$ cat src/rtl/assert_macros.svh
// assertion helpers for the rtl folder
`ifndef ASSERT_MACROS_SVH
`define ASSERT_MACROS_SVH

// same-cycle implication, held off during reset
`define ASSERT_IMPLY(label, clk, rst_n, ante, cons) \
    label: assert property (@(posedge clk) disable iff (!(rst_n)) (ante) |-> (cons)) \
        else $error("implication check failed");

// next-cycle implication, held off during reset
`define ASSERT_NEXT(label, clk, rst_n, ante, cons) \
    label: assert property (@(posedge clk) disable iff (!(rst_n)) (ante) |=> (cons)) \
        else $error("next-cycle check failed");

`endif

$ cat src/rtl/glob_pkg.sv
`timescale 1ns / 1ps

package glob_pkg;

    typedef enum logic [1:0] {
        OP_PAT_BYTE  = 2'd0,
        OP_PAT_END   = 2'd1,
        OP_TEXT_BYTE = 2'd2,
        OP_TEXT_END  = 2'd3
    } t_opcode;

    typedef enum logic [1:0] {
        KIND_LIT  = 2'd0,
        KIND_ANY  = 2'd1,
        KIND_STAR = 2'd2
    } t_kind;

    typedef struct packed {
        t_kind       kind;
        logic [7:0]  lit;
    } t_elem;

    localparam logic [7:0] CH_STAR   = 8'h2A;
    localparam logic [7:0] CH_QMARK  = 8'h3F;
    localparam logic [7:0] CH_BSLASH = 8'h5C;

endpackage

$ cat src/rtl/glob_wildcard_matcher_top.sv
`timescale 1ns / 1ps
// Glob matcher: load a pattern with pattern-byte beats ('*' any run, '?' one byte,
// backslash escapes the next byte), optionally close it with a pattern-end beat, then
// stream text-byte beats and finish with a text-end beat. A new beat is accepted each cycle,
// but for the text-end hold-off below: the pattern store and the active-position vector
// (one bit per compiled element plus the start bit) are updated in a single registered
// pass. The text-end beat loads one result into the output register the following
// cycle and clears the job; a text-end beat is held off only while an earlier result
// is still stalled there. Patterns longer than MAX_PATTERN elements, or ending in a lone
// backslash, report pattern_error and never match.
`include "assert_macros.svh"

module glob_wildcard_matcher_top #(
    parameter int MAX_PATTERN = 32
) (
    input  logic       i_clk,
    input  logic       i_rst_n,
    input  logic       i_in_valid,
    output logic       o_in_stall,
    input  logic [1:0] i_in_opcode,
    input  logic [7:0] i_in_data_byte,
    output logic       o_out_valid,
    input  logic       i_out_stall,
    output logic       o_matched,
    output logic       o_has_wildcard,
    output logic       o_pattern_error
);

    localparam int AW = MAX_PATTERN + 1;
    localparam int LW = $clog2(MAX_PATTERN + 1);

    glob_pkg::t_elem  r_elem [MAX_PATTERN];
    logic [LW-1:0]    r_len, n_len;
    logic [AW-1:0]    r_act, n_act;
    logic             r_esc, n_esc;
    logic             r_wild, n_wild;
    logic             r_bad, n_bad;
    logic             r_last_star, n_last_star;
    logic             r_out_valid, n_out_valid;
    logic             r_matched, r_has_wildcard, r_pattern_error;

    glob_pkg::t_opcode op;
    logic             in_acc;
    logic             out_take;
    logic             app_en;
    glob_pkg::t_elem  app_elem;
    logic             app_we;
    logic [LW-1:0]    len_a;
    logic             err;

    logic [MAX_PATTERN-1:0] lane_star;
    logic [MAX_PATTERN-1:0] lane_step;
    logic [AW-1:0]          txt_pre;
    logic [AW-1:0]          pre;
    logic [AW-1:0]          post;

    assign op         = glob_pkg::t_opcode'(i_in_opcode);
    assign out_take   = r_out_valid && !i_out_stall;
    assign o_in_stall = r_out_valid && i_out_stall && (op == glob_pkg::OP_TEXT_END);
    assign in_acc     = i_in_valid && !o_in_stall;

    // element append for pattern bytes
    always_comb begin
        app_en   = 1'b0;
        app_elem = '{kind: glob_pkg::KIND_LIT, lit: i_in_data_byte};
        n_esc    = r_esc;
        n_wild   = r_wild;
        if (in_acc && op == glob_pkg::OP_PAT_BYTE) begin
            if (r_esc) begin
                n_esc  = 1'b0;
                app_en = 1'b1;
            end else if (i_in_data_byte == glob_pkg::CH_BSLASH) begin
                n_esc = 1'b1;
            end else if (i_in_data_byte == glob_pkg::CH_STAR) begin
                n_wild   = 1'b1;
                app_elem = '{kind: glob_pkg::KIND_STAR, lit: 8'h00};
                app_en   = !r_last_star;
            end else if (i_in_data_byte == glob_pkg::CH_QMARK) begin
                n_wild   = 1'b1;
                app_elem = '{kind: glob_pkg::KIND_ANY, lit: 8'h00};
                app_en   = 1'b1;
            end else begin
                app_en = 1'b1;
            end
        end
    end

    assign app_we = app_en && (r_len != LW'(MAX_PATTERN));
    assign len_a  = app_we ? r_len + LW'(1) : r_len;

    // per-element lanes of the position automaton
    assign txt_pre[0] = 1'b0;
    assign post[0]    = pre[0];

    genvar gi;
    generate
        for (gi = 0; gi < MAX_PATTERN; gi++) begin : g_lane
            glob_pkg::t_elem e;
            logic            on;
            assign e  = (app_we && r_len == LW'(gi)) ? app_elem : r_elem[gi];
            assign on = LW'(gi) < len_a;
            assign lane_star[gi] = on && e.kind == glob_pkg::KIND_STAR;
            assign lane_step[gi] = on && (e.kind == glob_pkg::KIND_ANY ||
                                   (e.kind == glob_pkg::KIND_LIT && e.lit == i_in_data_byte));
            assign txt_pre[gi+1] = r_act[gi] && lane_step[gi];
            // star passage, one hop suffices since stars never sit side by side
            assign post[gi+1] = pre[gi+1] || (pre[gi] && lane_star[gi]);
        end
    endgenerate

    assign pre = (op == glob_pkg::OP_TEXT_BYTE)
               ? (txt_pre | ({1'b0, lane_star} & r_act))
               : r_act;

    assign err = r_bad || r_esc;

    always_comb begin
        n_len       = r_len;
        n_act       = r_act;
        n_bad       = r_bad;
        n_last_star = r_last_star;
        n_out_valid = r_out_valid && !out_take;
        if (in_acc) begin
            case (op)
                glob_pkg::OP_PAT_BYTE: begin
                    n_len = len_a;
                    n_act = post;
                    if (app_en && !app_we) begin
                        n_bad = 1'b1;
                    end
                    if (app_we) begin
                        n_last_star = app_elem.kind == glob_pkg::KIND_STAR;
                    end
                end
                glob_pkg::OP_PAT_END: begin
                    if (r_esc) begin
                        n_bad = 1'b1;
                    end
                end
                glob_pkg::OP_TEXT_BYTE: begin
                    n_act = post;
                end
                glob_pkg::OP_TEXT_END: begin
                    n_len       = '0;
                    n_act       = AW'(1);
                    n_bad       = 1'b0;
                    n_last_star = 1'b0;
                    n_out_valid = 1'b1;
                end
                default: begin
                    n_act = r_act;
                end
            endcase
        end
    end

    always_ff @(posedge i_clk) begin
        if (!i_rst_n) begin
            r_len       <= '0;
            r_act       <= AW'(1);
            r_esc       <= 1'b0;
            r_wild      <= 1'b0;
            r_bad       <= 1'b0;
            r_last_star <= 1'b0;
            r_out_valid <= 1'b0;
        end else begin
            r_len       <= n_len;
            r_act       <= n_act;
            r_esc       <= (in_acc && (op == glob_pkg::OP_PAT_END ||
                                       op == glob_pkg::OP_TEXT_END)) ? 1'b0 : n_esc;
            r_wild      <= (in_acc && op == glob_pkg::OP_TEXT_END) ? 1'b0 : n_wild;
            r_bad       <= n_bad;
            r_last_star <= n_last_star;
            r_out_valid <= n_out_valid;
        end
    end

    // result register
    always_ff @(posedge i_clk) begin
        if (in_acc && op == glob_pkg::OP_TEXT_END) begin
            r_matched       <= !err && r_act[r_len];
            r_has_wildcard  <= r_wild;
            r_pattern_error <= err;
        end
    end

    // pattern store
    always_ff @(posedge i_clk) begin
        for (int i = 0; i < MAX_PATTERN; i++) begin
            if (app_we && r_len == LW'(i)) begin
                r_elem[i] <= app_elem;
            end
        end
    end

    assign o_out_valid     = r_out_valid;
    assign o_matched       = r_matched;
    assign o_has_wildcard  = r_has_wildcard;
    assign o_pattern_error = r_pattern_error;

    `ASSERT_NEXT(a_job_clears, i_clk, i_rst_n, in_acc && op == glob_pkg::OP_TEXT_END, r_len == '0 && r_act == AW'(1) && r_out_valid)
    `ASSERT_IMPLY(a_act_in_range, i_clk, i_rst_n, 1'b1, ((r_act >> r_len) >> 1) == '0)
    `ASSERT_IMPLY(a_last_star_len, i_clk, i_rst_n, r_last_star, r_len != '0)
    `ASSERT_IMPLY(a_no_match_on_err, i_clk, i_rst_n, r_out_valid && r_pattern_error, !r_matched)

endmodule
$ cat config.mk
export PLATFORM = sky130hd
export DESIGN_NAME = glob_wildcard_matcher_top
export DESIGN_NICKNAME = d
export VERILOG_FILES = /design/src/rtl/glob_pkg.sv /design/src/rtl/glob_wildcard_matcher_top.sv
export VERILOG_INCLUDE_DIRS = /design/src /design/src/rtl
export SDC_FILE = /design/constraint.sdc
export NUM_CORES = 1
export LEC_CHECK = 0
export BUFFER_PORTS_ARGS = -buffer_cell sky130_fd_sc_hd__buf_2
export CORE_MARGIN = 4
export CORE_UTILIZATION = 30
export CTS_BUF_LIST = sky130_fd_sc_hd__clkbuf_4 sky130_fd_sc_hd__clkbuf_8
export DETAILED_ROUTE_END_ITERATION = 16
export PLACE_DENSITY = 0.54
export SLEW_MARGIN = 5
export SYNTH_ARGS = -nofsm -noshare
export SYNTH_HDL_FRONTEND = slang
export SYNTH_SLANG_ARGS = --single-unit
$ cat constraint.sdc
create_clock -name i_clk -period 9.25 [get_ports i_clk]
set_input_delay 1.85 -clock i_clk [delete_from_list [all_inputs] [get_ports i_clk]]
set_output_delay 1.85 -clock i_clk [all_outputs]
set_load 0.005 [all_outputs]
==> out/results.txt, run 1 <==
Status: finished clean
Netlist cell types: 90
Arrival @ worst endpoint: 6.51 ns
Post-synthesis instance total: 2123
Crit path launch type: input pin
#FFs+latches synth: 367
Syn avg cell area: 8.54 um2
Max-slew headroom: 0.175
Power Internal: 2.55 mW
MaxCap Viol Count: 0
Mapped Area: 18100 um2
Clock buffer depth: 3
Cell Rows: 89
Diodes inserted: 0
Clock latency on the worst-skew pair: 0.67 ns
Final Hold Viols: 0
RD Place Congestion: 0.935
Max IR drop VDD: 0.0000951 V
P&R area growth vs syn: 10.9%
DIE HEIGHT: 254 um
P_leak: 7.72 nW
Total placed instance area: 18700 um2
CP endpoint kind: register
Gr ovfl total: 0
Slew @ Worst Pin: 1.23 ns
Post_cts resized: 0
Most frequent cells in the layout: 364 x dfxtp_1, 310 x nand2_1, 284 x o21ai_0
Post-CTS Setup Inserts: 0
First-pass DRT Iterations: 5
Sequential-to-total area share from yosys stat: 0.407
Final count of negative-setup-slack endpoints: 0
Total GRT Usage: 0.176
Largest net degree at the start of global routing: 43
CTS tree: done
Post-synth EDFFs: 3
Post-Synthesis Net Count: 2145
Final Cell Area: 20100 um2
Worst Path Max Fanout: 21
Clk pwr share: 0.464
DIE AREA: 64500 um2
Hold Buf Count CTS: 0
Commonest non-fill, non-tap cell in the layout: dfxtp_1
First-pass GRT wire length: 88300 um
Vias in the first global route: 14700
NetSw: 0.830 mW
Fmax achieved: 0.168 GHz
CP Data Required Time: 9.80 ns
H-tree levels: 2
CTS Buf Count: 61
Register share of total power: 0.476
Top_reg_cell synth: dfxtp_1
Minimum clock period: 5.96 ns
Clk slew on worst S/H paths: 0.07 ns
Core Region: 59500 um2
Initial antenna violation count: 0
Port Buffers: 18
Crit Path Category: in2reg
Die W: 254 um
Max-slew violations: 0
Share of layout cells above drive strength 1: 0.137
P per Cell Area: 168 nW/um2
Routed Antenna Nets: 0
1st-iter DRT viols: 1042
Io pins: 19
Asr flop ratio synth: 0
Root Buffer: clkbuf_8
Fraction of the cycle the final worst path needs: 0.644
Via count: 15300
YS warnings: 0
Starting Density: 0.305
Via density: 5.29
RSZ-0062 raised after global routing: no
Setup Skew: 0.0371 ns
Layout net count: 2086
Comb pwr share: 0.060
Worst hold-check path type: reg2reg
HPWL Detailed: 38500 um
Dpl cells: 2774
Drt total wl: 57900 um
DRC Markers: 0
Post-DR wirelength/cell: 20.1 um
Setup TNS: 0 ns
Sw Share: 0.246
Clock sink count: 367
Non-filler instance count after layout: 2889
-- registers in the layout, indices dropped and copies added (netlist names) --
signal,count
r_elem,320
r_act,33
r_len,6
o_has_wildcard,1
o_matched,1
o_out_valid,1
o_pattern_error,1
r_bad,1
r_esc,1
r_last_star,1
r_wild,1
-- cells in the mapped netlist (17+ instances only) --
| library cell | number | area [um2] |
|---|---|---|
| clkbuf_1 | 115 | 432 |
| buf_1 | 17 | 63.8 |
| nand3_1 | 36 | 180 |
| xnor2_1 | 26 | 228 |
| a31oi_1 | 17 | 106 |
| nor4_1 | 70 | 438 |
| buf_2 | 32 | 160 |
| nand2_1 | 310 | 1160 |
| a21oi_1 | 80 | 400 |
| o211ai_1 | 17 | 128 |
| inv_1 | 28 | 105 |
| mux2_2 | 72 | 811 |
| xor2_1 | 227 | 1990 |
| nand4_1 | 32 | 200 |
| dfxtp_1 | 364 | 7290 |
| nor2_1 | 79 | 297 |
| nor3_1 | 25 | 125 |
| o21ai_0 | 284 | 1420 |
-- kinds of logic (layout without fill, tap and decap cells) --
family	Yosys count	count (layout)	share of synthesized area
adder cells (fa/ha/maj)	8	8	0.00552
AND/OR/NAND/NOR	671	671	0.184
buffers and inverters	200	193	0.0457
flip-flops	367	367	0.407
multiplexers	91	91	0.0621
AO/OA/AOI/OAI	533	533	0.174
XOR/XNOR	253	253	0.122
-- power groups by stage --
stage / combinational [mW] / sequential [mW] / clock, mW
floorplan: 0.133 / 1.64 / 0
detailed placement: 0.202 / 1.64 / 0
global route: 0.218 / 1.61 / 1.68
finish: 0.202 / 1.61 / 1.57
global placement: 0.201 / 1.64 / 0
CTS: 0.203 / 1.61 / 1.61
-- per-layer routing --
metal,track usage,wire (um)
met1,0.228,25700
met5,0,0
met4,0.0766,2610
met3,0.0344,3610
met2,0.285,26000
-- cell type report --
cell class | count | area, um2
Fill cell | 6219 | 39400
Clock buffer | 101 | 1260
Inverter | 29 | 109
Timing Repair Buffer | 49 | 328
Clock inverter | 14 | 105
Multi-Input combinational cell | 1556 | 9960
Tap cell | 773 | 967
Sequential cell | 367 | 7380
-- path summary, 6_finish.rpt --
path / slack [ns] / end / depth (start not counted) / startpoint
hold / removal: 0.44 / o_has_wildcard / 0 / r_wild
setup reg to reg: 5.03 / r_act[27] / 10 / r_len[0]
hold reg to reg: 0.44 / o_has_wildcard / 0 / r_wild
setup / recovery: 3.29 / r_act[4] / 10 / i_in_data_byte[3]
-- per-stage QoR --
step / power (mW) / hold WS [ns] / utilization / worst slack [ns]
final: 3.38 / 0.440 / 0.338 / 3.29
after global routing: 3.51 / 0.463 / 0.338 / 3.06
after floorplan: 1.77 / 0.409 / - / 4.82
after global placement: 1.84 / 0.419 / 0.315 / 2.76
after detailed placement: 1.84 / 0.423 / 0.315 / 2.66
after CTS: 3.42 / 0.438 / 0.338 / 3.35
-- critical path, cell delays in order --
cell	delay (ns)
buf_2	0.49
buf_4	0.51
or3b_4	0.47
nor4_2	1.06
or3_1	0.29
o211a_1	0.64
nor3_1	0.18
nor4_1	0.55
o21ai_0	0.17
a211oi_1	0.27
(Power assumes the default switching activity.)
==> inputs of run 2 (changes only) <==
clock period = 5.5 ns   (was 9.25 ns; I/O delays follow)
==> run 2 against run 1 <==
Compared with the run above:
- cell area increased by 1.6%
- clock-buffer cell count is 2 higher
- first-iteration DRC count grew 23%
- critical path depth unchanged
- total power up 69%
- sequential share of layout area shrank 0.58 points
- cell count rose by 1.6%
- combinational power up 72%
- sequential cell count did not move
- worst setup slack got worse by 2.1 ns
- hold slack lost 0.0055 ns
- utilization rose by 0.54 points
==> out/results.txt, run 2 (synthesized netlist as in run 1, its figures left out) <==
Setup ws final: 1.23 ns
Post-CTS Setup Inserts: 0
Worst hold slack: 0.435 ns
P&R area growth vs syn: 12.6%
DIE AREA: 64500 um2
CTS Buf Count: 67
Share of layout cells above drive strength 1: 0.155
P_leak: 7.90 nW
Biggest register: r_elem
Hold Buf Count CTS: 0
Gr ovfl total: 0
P per Cell Area: 279 nW/um2
Minimum clock period: 4.27 ns
R2r startpoint: r_len[0]
Crit Path Category: in2reg
Cell Rows: 89
Post-DR wirelength/cell: 20.1 um
Post-Place Worst Slack: 0.688 ns
Final Hold Viols: 0
Biggest regs: r_elem (320), r_act (33), r_len (6)
Status: finished clean
CP Data Required Time: 6.06 ns
Setup Skew: 0.0373 ns
Drt total wl: 59000 um
Fmax achieved: 0.234 GHz
Largest register FFs: 320
Min-delay src: r_wild
Worst hold-check path type: reg2reg
Max IR drop VDD: 0.000117 V
Via density: 5.31
Die W: 254 um
MaxCap Viol Count: 0
Final Util: 0.344
H-tree levels: 3
Setup TNS: 0 ns
Via count: 15600
Diodes inserted: 0
CP endpoint kind: register
Slew @ Worst Pin: 1.00 ns
Clock buffer depth: 3
Crit path launch type: input pin
Vias in the first global route: 15200
Arrival @ worst endpoint: 4.84 ns
First-pass GRT wire length: 90700 um
Total placed instance area: 19100 um2
Port Buffers: 18
Setup crit start: i_in_opcode[0]
Final count of negative-setup-slack endpoints: 0
First-pass DRT Iterations: 5
Post_cts resized: 0
1st-iter DRT viols: 1278
Initial antenna violation count: 0
Max-slew violations: 0
RSZ-0062 raised after global routing: no
Largest net degree at the start of global routing: 41
Routed Antenna Nets: 0
Clock latency on the worst-skew pair: 0.67 ns
Worst Path Max Fanout: 13
Most frequent cells in the layout: 364 x dfxtp_1, 310 x nand2_1, 284 x o21ai_0
Clock sink count: 367
Layout net count: 2137
Io pins: 19
DRC Markers: 0
DIE HEIGHT: 254 um
Starting Density: 0.305
Fraction of the cycle the final worst path needs: 0.777
Total GRT Usage: 0.181
Core Region: 59500 um2
Clk slew on worst S/H paths: 0.07 ns
CTS tree: done
RD Place Congestion: 0.958
Root Buffer: clkbuf_8
Final Cell Area: 20400 um2
HPWL Detailed: 40400 um
Commonest non-fill, non-tap cell in the layout: dfxtp_1
Max-slew headroom: 0.330
## run 2: cell count changes in the layout (fill, tap and decap cells not counted), sizes merged
cell	delta
buf	+45
clkinv	-4
clkinvlp	+4
bufinv	-1
clkbuf	+2
## run 2: critical path, stage by stage
cell	delay, ns
buf_2	0.12
ha_1	0.39
nand3_1	0.28
nand2_1	0.32
or4_1	0.68
xnor2_1	0.67
nor3_1	0.21
nor4_1	0.57
o21ai_0	0.21
a211oi_1	0.27
## run 2: stage by stage
step	power, mW	cells
2_1_floorplan	2.98	2123
3_3_place_gp	3.10	2819
3_5_place_dp	3.11	2819
4_1_cts	5.78	2935
5_1_grt	5.93	2935
6_report	5.70	2935
## run 2: area by class of cell
type	count	area, um2
flip-flops and latches	367	7380
multi-input cells	1556	9960
fillers	6158	39000
clock buffers	103	1270
well taps	773	967
repair buffers	94	666
clock inverters	13	82.6
inverters	29	109
## run 2: per-layer routing
| metal | up-vias | share of wire | GRT usage |
|---|---|---|---|
| li1 | 7472 | - | - |
| met1 | 7522 | 0.45 | 0.238 |
| met2 | 474 | 0.46 | 0.296 |
| met3 | 131 | 0.055 | 0.0344 |
| met4 | 0 | 0.034 | 0.0713 |
| met5 | - | 0 | 0 |
## run 2: final timing paths
kind | end | slack [ns] | depth (start not counted)
setup reg to reg | r_act[4] | 1.33 | 12
hold / removal | o_has_wildcard | 0.43 | 0
hold reg to reg | o_has_wildcard | 0.43 | 0
setup / recovery | r_act[4] | 1.23 | 10
## run 2: where the power goes
group	leakage (nW)	internal (mW)	switching (mW)
Combinational	4.21	0.109	0.239
Clock	0.718	1.47	1.17
Sequential	2.96	2.69	0.0166
Total	7.90	4.27	1.43
